==> src/sv/lph_ram.sv <==
// ----------------------------------------------------------------------------
// lph_ram
// Generic single-port-write, single-port-read RAM with registered read data.
// ----------------------------------------------------------------------------
module lph_ram #(
   parameter int WIDTH = 8,
   parameter int DEPTH = 16,
   parameter int AW    = (DEPTH > 1) ? $clog2(DEPTH) : 1
) (
   input  logic             clock,
   input  logic             we,
   input  logic [AW-1:0]    waddr,
   input  logic [WIDTH-1:0] wdata,
   input  logic [AW-1:0]    raddr,
   output logic [WIDTH-1:0] rdata
);
   logic [WIDTH-1:0] mem [DEPTH];

   always_ff @(posedge clock) begin
      if (we) begin
         mem[waddr] <= wdata;
      end
      rdata <= mem[raddr];
   end
endmodule

==> config.mk <==
export PLATFORM = sky130hd
export DESIGN_NAME = lph_ram
export DESIGN_NICKNAME = d
export VERILOG_FILES = /design/src/sv/lph_ram.sv
export SDC_FILE = /design/constraint.sdc
export NUM_CORES = 1
export LEC_CHECK = 0
export BUFFER_PORTS_ARGS = -buffer_cell sky130_fd_sc_hd__buf_4
export CORE_MARGIN = 2
export CORE_UTILIZATION = 55
export CTS_CLUSTER_DIAMETER = 150
export DETAILED_ROUTE_END_ITERATION = 8
export PLACE_DENSITY = 0.73
export SETUP_SLACK_MARGIN = 0.3
export SKIP_LAST_GASP = 1
export SYNTH_ARGS = -nofsm -noshare
export SYNTH_HDL_FRONTEND = slang
export SYNTH_SLANG_ARGS = --single-unit
export TNS_END_PERCENT = 100
==> constraint.sdc <==
create_clock -name clock -period 3.5 [get_ports clock]
set_input_delay 0.7 -clock clock [delete_from_list [all_inputs] [get_ports clock]]
set_output_delay 0.7 -clock clock [all_outputs]
set_load 0.05 [all_outputs]
### After elaboration in Yosys (flattened, before gate mapping)

Memories as Yosys holds them, arrays and structs flattened. A register that Yosys moved wholly into a read port is not among the register bits.
Cells that the tools add are included.

* multiplexer cells: 2

Operators with widths (number)
* 2-to-1 mux 1 bit: 2

* register bits after elaboration: 0
* RAM bits: 128
* input bits: 18
* output and inout bits: 8
* logic and storage cells: 3
* memories: 1

Memory list
* mem: depth 16, width 8, rd ports 1, clocked after memory_dff 1, wr ports 1, line 17 `logic [WIDTH-1:0] mem [DEPTH];`

### Depth between registers and ports, before layout

* word-level depth: 2
* mapped depth: 5
* depth with buffers taken out: 3

### Worst setup path after synthesis

Ideal clock, no wire load.

* path type: input to register
* start point: input port waddr[2]
* end point: memory mem[0][0], enable pin
* library setup time: 0.383 ns
* arrival time: 1.810 ns
* data required time: 3.117 ns
* path slack: 1.307 ns
* stages: 2
* path buffers: 0
* cell sequence: or3b_2 > nor3_1

RTL lines
* from (decl): line 12 `input logic [AW-1:0] waddr,`
* to (decl): line 17

No word-level cell before the write port.

### Worst setup path after layout

* start point: input port waddr[2]
* end point: memory mem[0][7], enable pin

No word-level cell before the write port.

==> impl_metrics.env <==
export IMPL_min_to="mem[4][2]"
export IMPL_cts_buffers_inserted=17
export IMPL_max_cap_violations=0
export IMPL_syn_instance_count=229
export IMPL_layout_nets=285
export IMPL_fp_dieH_um=100.7
export IMPL_tns_ns=0
export IMPL_worstHoldStart="wdata[2]"
export IMPL_cts_htree_levels=4
export IMPL_worstMarginPinSlew_ns=0.9382
export IMPL_hold_violations=0
export IMPL_outcome="finished clean"
export IMPL_critPathRequiredTime_ns=3.73
export IMPL_layout_min_cycle_time_ns=1.876
export IMPL_clock_latency_ns=0.52
export IMPL_antenna_found_initial=0
export IMPL_skew_ns=0.007461
export IMPL_yosysMostFrequentCell="edfxtp_1"
export IMPL_synth_edf_count=128
export IMPL_r2r_end="rdata[7]"
export IMPL_clock_sinks=136
export IMPL_synthArstFlopShare_pct=0
export IMPL_power_density_nw_per_um2=631.5
export IMPL_drt_pass1_iterations=5
export IMPL_synth_commonest_cells="edfxtp_1 (128), mux4_2 (18), a22oi_1 (16)"
export IMPL_drtIter0Drc=262
export IMPL_drc=0
export IMPL_dp_cells=359
export IMPL_min_path_type="input port to register"
export IMPL_fill_cells=575
export IMPL_cts_hold_buf=0
export IMPL_cts_setup_buffers=0
export IMPL_setup_violations_final=0
export IMPL_synth_area_leaders="edfxtp_1 (75%), mux4_2 (7.9%), mux4_1 (7.1%)"
export IMPL_routedWlPerCell_um=24.48
export IMPL_path_clk_slew_ns=0.06
export IMPL_critPathKind="input port to register"
export IMPL_clock_root_buffer="clkbuf_8"
export IMPL_antenna_left=0
export IMPL_relSlewSlack_pct=37.22
export IMPL_synth_top_area_share_pct=74.67
export IMPL_ctsLongestPathBuffers=2
export IMPL_grt_pass1_wl_um=14660
export IMPL_synthDistinctLibCells=19
export IMPL_routed_via_density=6.205
export IMPL_synth_warnings=0
export IMPL_pin_count=26
export IMPL_synth_seq_cells=136
export IMPL_placementRows=35
export IMPL_ys_flop_type="edfxtp_1"
export IMPL_r2r_start="mem[3][7]"
export IMPL_maxSlewViolCount=0
export IMPL_irDropWorstVdd_uv=374.9
export IMPL_r2r_setup_slack_ns=2.11
export IMPL_diodes=0
export IMPL_drive_above_1_share_pct=27.86
export IMPL_syn_cell_area_um2=5147
export IMPL_dp_hpwl_um=5721
export IMPL_cts_tree="done"
export IMPL_yosys_area_top_type="edfxtp_1"
export IMPL_core_um2=9153
export IMPL_p_leak_nw=2.016
export IMPL_syn_area_per_cell_um2=22.48
export IMPL_syn_num_nets=247
export IMPL_vias=2426
export IMPL_start_kind="input port"
export IMPL_worstRegToRegCells=3
export IMPL_port_buffers=25
export IMPL_ctsResizeCount=0
export IMPL_instances_no_fill=391
export IMPL_dieWidth_um=100.7
export IMPL_start_util_pct=56.24
export IMPL_grt_pass1_vias=2484
export IMPL_crit_arrival_ns=2.11
export IMPL_gp_congestion=0.8112
export IMPL_ys_seq_area_share_pct=77.78
export IMPL_rsz0062_at_grt="false"
export IMPL_synthToLayoutAreaGrowth_pct=16.75
export IMPL_grt_max_degree=33
export IMPL_hold_depth=1
export IMPL_min_period_over_period_pct=53.60
export IMPL_grtUsageTotal_pct=21.17
export IMPL_drt_total_wl_um=9571
export IMPL_max_freq_ghz=0.5330
export IMPL_die_area_um2=10150
export IMPL_grt_overflow=0
export IMPL_crit_fanout=5
export IMPL_critPathCaptureType="register"
## power by group
| part | internal, mW | switching (mW) | leakage (nW) |
|---|---|---|---|
| Combinational | 0.0775 | 0.129 | 0.512 |
| Sequential | 1.82 | 0.0115 | 1.22 |
| Clock | 1.09 | 0.666 | 0.280 |
| Total | 2.99 | 0.807 | 2.02 |
## worst max-delay path by stage
stage	from	slack (ns)	end	depth (start not counted)
2_1_floorplan	waddr[2]	1.31	mem[0][0]	2
3_3_place_gp	raddr[0]	1.16	rdata[1]	4
3_5_place_dp	waddr[2]	1.08	mem[0][7]	4
4_1_cts	waddr[2]	1.62	mem[0][7]	4
5_1_grt	waddr[2]	1.54	mem[0][1]	4
6_report	waddr[2]	1.62	mem[0][7]	4
## registers in the layout (all words and copies together), names as in the netlist
signal	cells
mem	128
rdata	8
## per-stage QoR
step           util, %  area [um2]  power (mW)  hold WS (ns)  worst slack [ns]
2_1_floorplan        -        5147       1.993        0.6293             1.307
3_3_place_gp     59.19        5418       2.068        0.6446             1.155
3_5_place_dp     59.19        5418       2.074        0.6668             1.080
4_1_cts          65.66        6010       3.812        0.4816             1.621
5_1_grt          65.66        6010       3.904        0.4853             1.539
6_report         65.66        6010       3.795        0.4888             1.624
## area by class of cell
cell class                      count  area, um2  area share, %
Timing Repair Buffer               29      217.7          3.623
Tap cell                          111      138.9          2.311
Clock buffer                       18      417.9          6.954
Multi-Input combinational cell     83       1057          17.59
Sequential cell                   136       4004          66.63
Clock inverter                     14      173.9          2.894
## per-layer routing
metal  vias up  global-route usage [%]  routed length (um)
met1      1247                   29.41                4060
met3        13                   6.796                 613
met4         0                   7.587                 178
li1       1053                       -                   -
met5         -                       0                   0
met2       113                   32.05                4719
## kinds of logic after synthesis
family	after synthesis	share of synthesized area (%)
flops	136	77.78
mux	32	15.02
compound gates	16	2.334
buf+inv	10	1.677
simple gates	35	3.184
## critical path, cell delays in order
cell and delay (ns):
buf_4 0.12, or3b_2 0.51, nor3_1 0.53, buf_4 0.25
## cells in the final DEF, fill, tap and decap left out, drive strengths merged
master | synthesis | routed
a22oi | 16 | 16
and2 | 1 | 1
and2b | 1 | 1
buf | 7 | 29
bufinv | 0 | 3
clkbuf | 0 | 18
clkinv | 0 | 5
clkinvlp | 0 | 3
dfxtp | 8 | 8
edfxtp | 128 | 128
inv | 0 | 3
mux4 | 32 | 32
nand2 | 9 | 9
nand2b | 2 | 2
nand3 | 1 | 1
nand3b | 2 | 2
nor2 | 13 | 13
nor2b | 1 | 1
nor3 | 4 | 4
or3b | 1 | 1
No activity file was read; power rests on OpenSTA's default activity.
