[config.mk]
export PLATFORM = sky130hd
export DESIGN_NAME = lph_cmp
export DESIGN_NICKNAME = d
export VERILOG_FILES = /design/src/sv/lph_pkg.sv /design/src/sv/lph_cmp.sv
export SDC_FILE = /design/constraint.sdc
export NUM_CORES = 1
export LEC_CHECK = 0
export BUFFER_PORTS_ARGS = -buffer_cell sky130_fd_sc_hd__buf_4
export CAP_MARGIN = 20
export CELL_PAD_IN_SITES_DETAIL_PLACEMENT = 1
export CELL_PAD_IN_SITES_GLOBAL_PLACEMENT = 2
export CORE_MARGIN = 2
export CORE_UTILIZATION = 22
export DETAILED_ROUTE_END_ITERATION = 10
export PLACE_DENSITY_LB_ADDON = 0.12
export SLEW_MARGIN = 20
export SYNTH_ARGS = -nofsm -noshare
export SYNTH_HDL_FRONTEND = slang
export SYNTH_SLANG_ARGS = --single-unit
[constraint.sdc]
create_clock -name vclk -period 5.5
set_input_delay 0.825 -clock vclk [all_inputs]
set_output_delay 0.825 -clock vclk [all_outputs]
set_load 0.05 [all_outputs]
[src/sv/lph_pkg.sv]
// ----------------------------------------------------------------------------
// lph_pkg
// Shared types and codes of the indexed lexicographic priority heap.
// ----------------------------------------------------------------------------
package lph_pkg;

   localparam int ELEM_LIMIT = 1024;
   localparam int ROW_ELEMS  = 16;

   typedef enum logic [2:0] {
      CMD_UPDATE = 3'd0,
      CMD_REMOVE = 3'd1,
      CMD_DELETE = 3'd2,
      CMD_PEEK   = 3'd3,
      CMD_CLEAR  = 3'd4
   } cmd_type;

   typedef enum logic [1:0] {
      ST_OK    = 2'd0,
      ST_EMPTY = 2'd1,
      ST_FULL  = 2'd2,
      ST_WRONG = 2'd3
   } status_type;

   typedef enum logic [1:0] {
      COLOR_WHITE = 2'd0,
      COLOR_GRAY  = 2'd1,
      COLOR_BLACK = 2'd2
   } color_type;

   typedef enum logic [4:0] {
      S_IDLE, S_CHK, S_RM_B, S_RM_L, S_RM_K, S_DL1, S_DL2, S_DL3,
      S_UP, S_UP1, S_UP2, S_DOWN, S_D1, S_D2, S_D3, S_D4, S_FIN, S_DONE
   } state_type;

   typedef struct packed {
      logic signed [31:0] key_first;
      logic signed [31:0] key_second;
      logic signed [31:0] key_third;
      logic signed [31:0] key_fourth;
   } key_set_type;

   typedef struct packed {
      logic [2:0]         cmd;
      logic [9:0]         element;
      logic signed [31:0] key_first;
      logic signed [31:0] key_second;
      logic signed [31:0] key_third;
      logic signed [31:0] key_fourth;
   } req_type;

   typedef struct packed {
      logic [1:0]  status;
      logic [9:0]  top_element;
      logic        top_valid;
      logic        is_empty;
      logic        is_full;
      logic [10:0] count;
   } rsp_type;

endpackage

[src/sv/lph_cmp.sv]
// ----------------------------------------------------------------------------
// lph_cmp
// Shared lexicographic comparator over four signed keys.
// ----------------------------------------------------------------------------
module lph_cmp (
   input  lph_pkg::key_set_type a,
   input  lph_pkg::key_set_type b,
   input  logic                 largest_first,
   output logic                 ahead
);
   import lph_pkg::*;

   logic lt, gt;

   always_comb begin
      lt = 1'b0;
      gt = 1'b0;
      if (a.key_first != b.key_first) begin
         lt = a.key_first < b.key_first;
      end else if (a.key_second != b.key_second) begin
         lt = a.key_second < b.key_second;
      end else if (a.key_third != b.key_third) begin
         lt = a.key_third < b.key_third;
      end else begin
         lt = a.key_fourth < b.key_fourth;
      end
      gt = !lt && (a != b);
      ahead = largest_first ? gt : lt;
   end
endmodule

[Word level (Yosys, flattened, before mapping)]
Index checks and enable logic that the tools add are counted.
Storage, ports and cells
  latch bits: 0
  bits in read-only memories: 0
  input bits: 257
  register bits after elaboration: 0
  RAM bits: 0
  memories: 0
  output and inout port bits: 1
  word-level logic and storage cells: 14
Operators by class
  shifts and indexed selects: 0
  order comparisons: 4
  reductions and logical operators: 2
  mux-type cells: 4
  equal/unequal tests: 4
  add/subtract/negate cells: 0
  bitwise operators: 0
  div/mod/pow operators: 0
  multipliers: 0
Operators with widths (number)
  32-bit < comparator: 4
  128-bit != test: 1
  32-bit != test: 3
  1-bit 2-to-1 mux: 4
  1-bit logical AND: 1
  1-bit logical NOT: 1

[Longest topological paths before layout]
Gate-level depths: netlist of run 1.
  depth after elaboration: 7
  mapped depth: 11
  gate-level depth less buffers: 11

[Worst setup path after synthesis of run 1]
OpenSTA, ideal clock, no wires.
  path kind: in2out
  from: input b[46] (netlist bit)
  to: output ahead
  arrival time: 3191 ps
  stages: 11
  setup slack: 1484 ps
  data required time: 4675 ps
  path buffers: 0
  cells stage by stage: inv_1 ha_1 nand4_2 nor3_2 a21boi_1 or4b_1 a2111oi_2 xor2_1 nand2_1 a32oi_1 nand3_1
On the way
  word-level cells in the longest chain between the ends: 7
  elaborated cells on any way between the ends: 9
  those cells by class: 1 x order compare; 2 x eq/ne; 4 x mux; 2 x reduce/logical
Ends and longest elaborated chain
  from (decl): line lph_cmp.sv:7  | input lph_pkg::key_set_type b,
  32-bit < comparator / 32-bit != test (equally long branches): line lph_cmp.sv:23, lph_cmp.sv:22
  1-bit 2-to-1 mux: line lph_cmp.sv:22  | end else if (a.key_third != b.key_third) begin
  1-bit 2-to-1 mux: line lph_cmp.sv:20  | end else if (a.key_second != b.key_second) begin
  1-bit 2-to-1 mux: line lph_cmp.sv:18  | if (a.key_first != b.key_first) begin
  1-bit logical NOT: line lph_cmp.sv:27  | gt = !lt && (a != b);
  1-bit logical AND: line lph_cmp.sv:27
  1-bit 2-to-1 mux *: line lph_cmp.sv:28  | ahead = largest_first ? gt : lt;
  to (decl): line lph_cmp.sv:9  | output logic ahead
Mark *: on every way between the ends. The rest lies on a longest branch, timed or not.

[Final worst setup path of run 1]
  from: input a[43] (netlist bit)
  to: output ahead
On the way
  word-level cells in the longest chain between the ends: 7
  elaborated cells on any way between the ends: 9
  those cells by class: 1 x order compare; 2 x eq/ne; 4 x mux; 2 x reduce/logical
Ends and longest elaborated chain
  from (decl): line lph_cmp.sv:6  | input lph_pkg::key_set_type a,
  32-bit < comparator / 32-bit != test (equally long branches): line lph_cmp.sv:23, lph_cmp.sv:22
  1-bit 2-to-1 mux: line lph_cmp.sv:22
  1-bit 2-to-1 mux: line lph_cmp.sv:20
  1-bit 2-to-1 mux: line lph_cmp.sv:18
  1-bit logical NOT: line lph_cmp.sv:27
  1-bit logical AND: line lph_cmp.sv:27
  1-bit 2-to-1 mux *: line lph_cmp.sv:28
Marked as above.

==> results of run 1 <==
power by group through the flow:
stage	Sequential (uW)	Combinational, uW	Clock, uW
after global placement	0	356	0
final	0	362	0
after detailed placement	0	368	0
after global routing	0	418	0
after CTS	0	371	0
after floorplan	0	172	0
synthesized netlist by cell type, types with 5 or more instances:
cell type	number
a211oi_1	7
a21boi_0	6
a21o_1	11
a21oi_1	39
ha_1	128
inv_1	132
nand2_1	12
nand3_1	20
nand4_1	30
nor2_1	15
nor4_1	5
o21ai_0	13
metal layers:
layer / global-route usage [%] / up-vias / share of wire [%]
met5: 0 / - / 0
met4: 0.776 / 0 / 0.67
met3: 3.48 / 4 / 8.7
met2: 29.4 / 138 / 52
met1: 15.9 / 1833 / 39
li1: - / 2149 / -
per-stage QoR:
step | worst slack [ns] | area, sq um | cells | hold slack, ns
2_1_floorplan | 1.48 | 3340 | 463 | 2.07
3_3_place_gp | 1.34 | 5510 | 909 | 2.09
3_5_place_dp | 1.30 | 5510 | 909 | 2.10
4_1_cts | 1.28 | 5510 | 909 | 2.10
5_1_grt | 1.04 | 5510 | 909 | 2.13
6_report | 1.33 | 5510 | 909 | 2.09
cells by family after synthesis:
family / after synthesis / share of synthesized area, %
and+or+nand+nor: 103 / 17.1
AOI/OAI and AO/OA: 97 / 19.1
adders and majority gates: 128 / 48.0
buffers and inverters: 132 / 14.9
xor gates and xnor gates: 1 / 0.263
muxes: 2 / 0.638
worst max path at each step:
| stage | startpoint | end | slack, ns | depth (start not counted) |
|---|---|---|---|---|
| floorplan | b[46] | ahead | 1.48 | 11 |
| global placement | a[43] | ahead | 1.34 | 12 |
| detailed placement | a[43] | ahead | 1.30 | 12 |
| CTS | a[43] | ahead | 1.28 | 12 |
| global route | a[43] | ahead | 1.04 | 12 |
| finish | a[43] | ahead | 1.33 | 12 |
layout make-up:
cell class | count | area, sq um | share of cell area [%]
tap | 188 | 235 | 4.27
inverter | 132 | 495 | 9.00
multi-input combinational | 331 | 2840 | 51.6
timing repair buffer | 258 | 1940 | 35.2
worst max-delay path: cells and delay by family:
family,cells,cell delay (ns)
AO/OA/AOI/OAI,3,0.69
AND/OR/NAND/NOR,5,0.96
XOR/XNOR,1,0.24
adder cells (fa/ha/maj),1,0.32
buffers and inverters,2,0.31
==> flow_summary.ini, run 1 <==
[hold_path]
whs_endpoint = ahead
hp-class = in -> out
whs_path_depth = 4
hp-start = largest_first

[final_layout]
final_common_cell = buf_4
regArea_sq_um = 0
drive_above_1_share_pct = 36.6
final_core_util_pct = 36.6
num-nets-final = 1108
area_growth_pct = 65.1
nFillCells = 1877
antenna_cells = 0
nClkBuffers = 0
final_cell_mix = buf_4, inv_1, ha_1
nFlopsAndLatches = 0

[synthesis]
netlist-cell-type-count = 44
yosysSeqAreaShare_pct = 0
postSynthAreaPerCell_sq_um = 7.20
yosysTopAreaCellShare_pct = 48.0
synth_nets = 848
yosys_warnings = 0
netlist_top_cells_area = ha_1, inv_1, a21oi_1
netlist_area_sq_mm = 0.00334
synth_top_cell_by_area = ha_1
netlist_instances = 463

[drt]
avgViaCountPerCell = 4.54
via_count = 4124
drt_iter0_markers = 38
firstDrtPassIters = 4
route.detailed.drc = 0
antenna_left = 0
wire_per_inst_um = 13.4
wl_mm = 12.2

[timing]
finalSetupViolCount = 0
slew_violations = 0
max_freq_mhz = 240
min_period_over_period_pct = 75.7
period_minus_slack_ns = 4.17
worst_pin_slew_ns = 0.760
maxSlewHeadroom_pct = 48.9
rsz0062_at_grt = false
hold_violations = 0
final.setup.tns_ns = 0

[floorplan]
core_sq_mm = 0.0150
initial_utilization_pct = 22.2
fp.dieH_um = 127
rows = 45
die_w_um = 127
dieArea_sq_mm = 0.0162
ioPinCount = 258

[grt]
track_usage_pct = 14.6
grt_pass1_vias = 4509
grt_pass1_wl_mm = 19.8
grt_overflow = 0
antenna_found_initial = 0
grt_max_degree = 6

[power]
leakagePower_uw = 0.00333
power_density_mw_per_mm2 = 65.7
p_int_uw = 213
p_sw_share_pct = 41.1
finalPower_uw = 362
combinationalPowerShare_pct = 100.0
ir_worst_vdd_mv = 0.0224
power.share.clock_pct = 0
power_switching_uw = 149
seqPwrFrac_pct = 0

[placed_design]
hpwl_mm = 11.9
portBuffers = 258
routabilityCongestion = 0.778

[setup_path]
required_ns = 4.68
cp-end-kind = primary output
cp-start-kind = input port
path_common_cell = buf_4
crit_arrival_ns = 3.34
cp_slowest_stage_delay_ns = 0.55
crit_chain = buf_4, ha_1, nand4_1, nor3_2, a21boi_1, or4b_1, a2111oi_2, xor2_1, nand2_1, a32oi_1, nand3_1, buf_4
crit_type = in -> out
crit_fanout = 3
slowest_stage = or4b_1

[status]
outcome = finished, final reports clean

[clock_network]
postCtsSetupBuffers = 0
ctsResizeCount = 0
ctsHoldBuffers = 0

[flow_run]
max_cap_viol_count = 0
Power figures use the tool's default switching activity.
==> run 2, diff against run 1 <==
- CORE_UTILIZATION: 22 -> 20
- clock period: 5.5 -> 4.2 ns (I/O delays scaled with it)
==> flow_summary.ini, run 2 (synthesized netlist as in run 1, its figures left out) <==
[grt]
grt_overflow = 0
grt_pass1_wl_mm = 20.6
track_usage_pct = 13.8
grt_pass1_vias = 4621
antenna_found_initial = 0
grt_max_degree = 6

[drt]
met3_length_mm = 1.13
firstDrtPassIters = 4
via_count = 4162
wl_mm = 12.5
wire_per_inst_um = 13.2
drt_iter0_markers = 35
antenna_left = 0
topRoutingLayerUsed = met4
drt-met1-wl_mm = 5.04
avgViaCountPerCell = 4.41
route.detailed.drc = 0
wl_met2_mm = 6.11

[hold_path]
hp-class = in -> out
hp-start = largest_first
whs_path_depth = 4
whs_endpoint = ahead

[power]
leakagePower_uw = 0.00334
p_sw_share_pct = 41.1
ir_worst_vdd_mv = 0.0340
power.share.clock_pct = 0
combinationalPowerShare_pct = 100.0
finalPower_uw = 474
power_switching_uw = 195
seqPwrFrac_pct = 0
p_int_uw = 279
power_density_mw_per_mm2 = 85.3

[floorplan]
die_w_um = 133
ioPinCount = 258
fp.dieH_um = 133
dieArea_sq_mm = 0.0177
initial_utilization_pct = 20.3
rows = 47
core_sq_mm = 0.0165

[timing]
max_freq_mhz = 262
min_period_over_period_pct = 90.8
hold_violations = 0
maxSlewHeadroom_pct = 67.5
period_minus_slack_ns = 3.81
slew_violations = 0
rsz0062_at_grt = false
finalSetupViolCount = 0
worst_pin_slew_ns = 0.483
final.setup.tns_ns = 0

[placed_design]
portBuffers = 258
routabilityCongestion = 0.778
hpwl_mm = 12.1

[setup_path]
required_ns = 3.57
cp-end-kind = primary output
crit_fanout = 3
cp-start-kind = input port
crit_type = in -> out
crit_arrival_ns = 3.18

[clock_network]
postCtsSetupBuffers = 0
ctsResizeCount = 0
ctsHoldBuffers = 0

[flow_run]
max_cap_viol_count = 0

[final_layout]
nFlopsAndLatches = 0
regArea_sq_um = 0
antenna_cells = 0
nFillCells = 2072
final_common_cell = buf_4
final_cell_mix = buf_4, inv_1, ha_1
area_growth_pct = 66.8
num-nets-final = 1110
nClkBuffers = 0
drive_above_1_share_pct = 36.8

[status]
outcome = finished, final reports clean
## run 2: cell types whose count changed in the layout (fill, tap and decap cells not counted), sizes merged
| cell | delta |
|---|---|
| buf | +2 |
## run 2: final cells by class
type | instances | area (sq um) | share of cell area [%]
tap | 220 | 275 | 4.95
inverter | 132 | 495 | 8.91
timing repair buffer | 260 | 1950 | 35.1
multi-input combinational | 331 | 2840 | 51.1
## run 2: how the worst max path moves through the flow
stage          startpoint     to  slack [ns]  cells past startpoint
2_1_floorplan       b[46]  ahead        0.57                     11
3_3_place_gp        a[43]  ahead        0.42                     12
3_5_place_dp        a[46]  ahead        0.35                     12
4_1_cts             a[46]  ahead        0.34                     12
5_1_grt             a[46]  ahead        0.14                     12
6_report            a[46]  ahead        0.39                     12
## run 2: per-stage QoR
stage	cell area, sq um	hold slack, ns	instances	setup WS, ns	util, %
3_5_place_dp	5560	1.72	943	0.355	33.8
3_3_place_gp	5560	1.70	943	0.417	33.8
5_1_grt	5560	1.74	943	0.141	33.8
2_1_floorplan	3340	1.68	463	0.574	-
6_report	5560	1.70	943	0.386	33.8
4_1_cts	5560	1.72	943	0.341	33.8
## run 2: worst max-delay path, cell delays in order
cell	delay [ns]
buf_4	0.11
ha_1	0.33
nand4_2	0.13
nor3_2	0.06
a21boi_1	0.12
or4b_1	0.55
a2111oi_2	0.40
xor2_1	0.25
nand2_1	0.09
a32oi_1	0.20
nand3_1	0.10
buf_4	0.20
## run 2: per-layer routing
layer | vias up | GRT usage [%]
met1 | 1845 | 15.8
li1 | 2159 | -
met5 | - | 0
met2 | 148 | 26.4
met3 | 10 | 3.54
met4 | 0 | 1.60
## run 2: power groups by stage
stage | clock network [uW] | logic [uW] | registers (uW)
floorplan | 0 | 225 | 0
global placement | 0 | 466 | 0
detailed placement | 0 | 482 | 0
CTS | 0 | 486 | 0
global route | 0 | 549 | 0
finish | 0 | 474 | 0
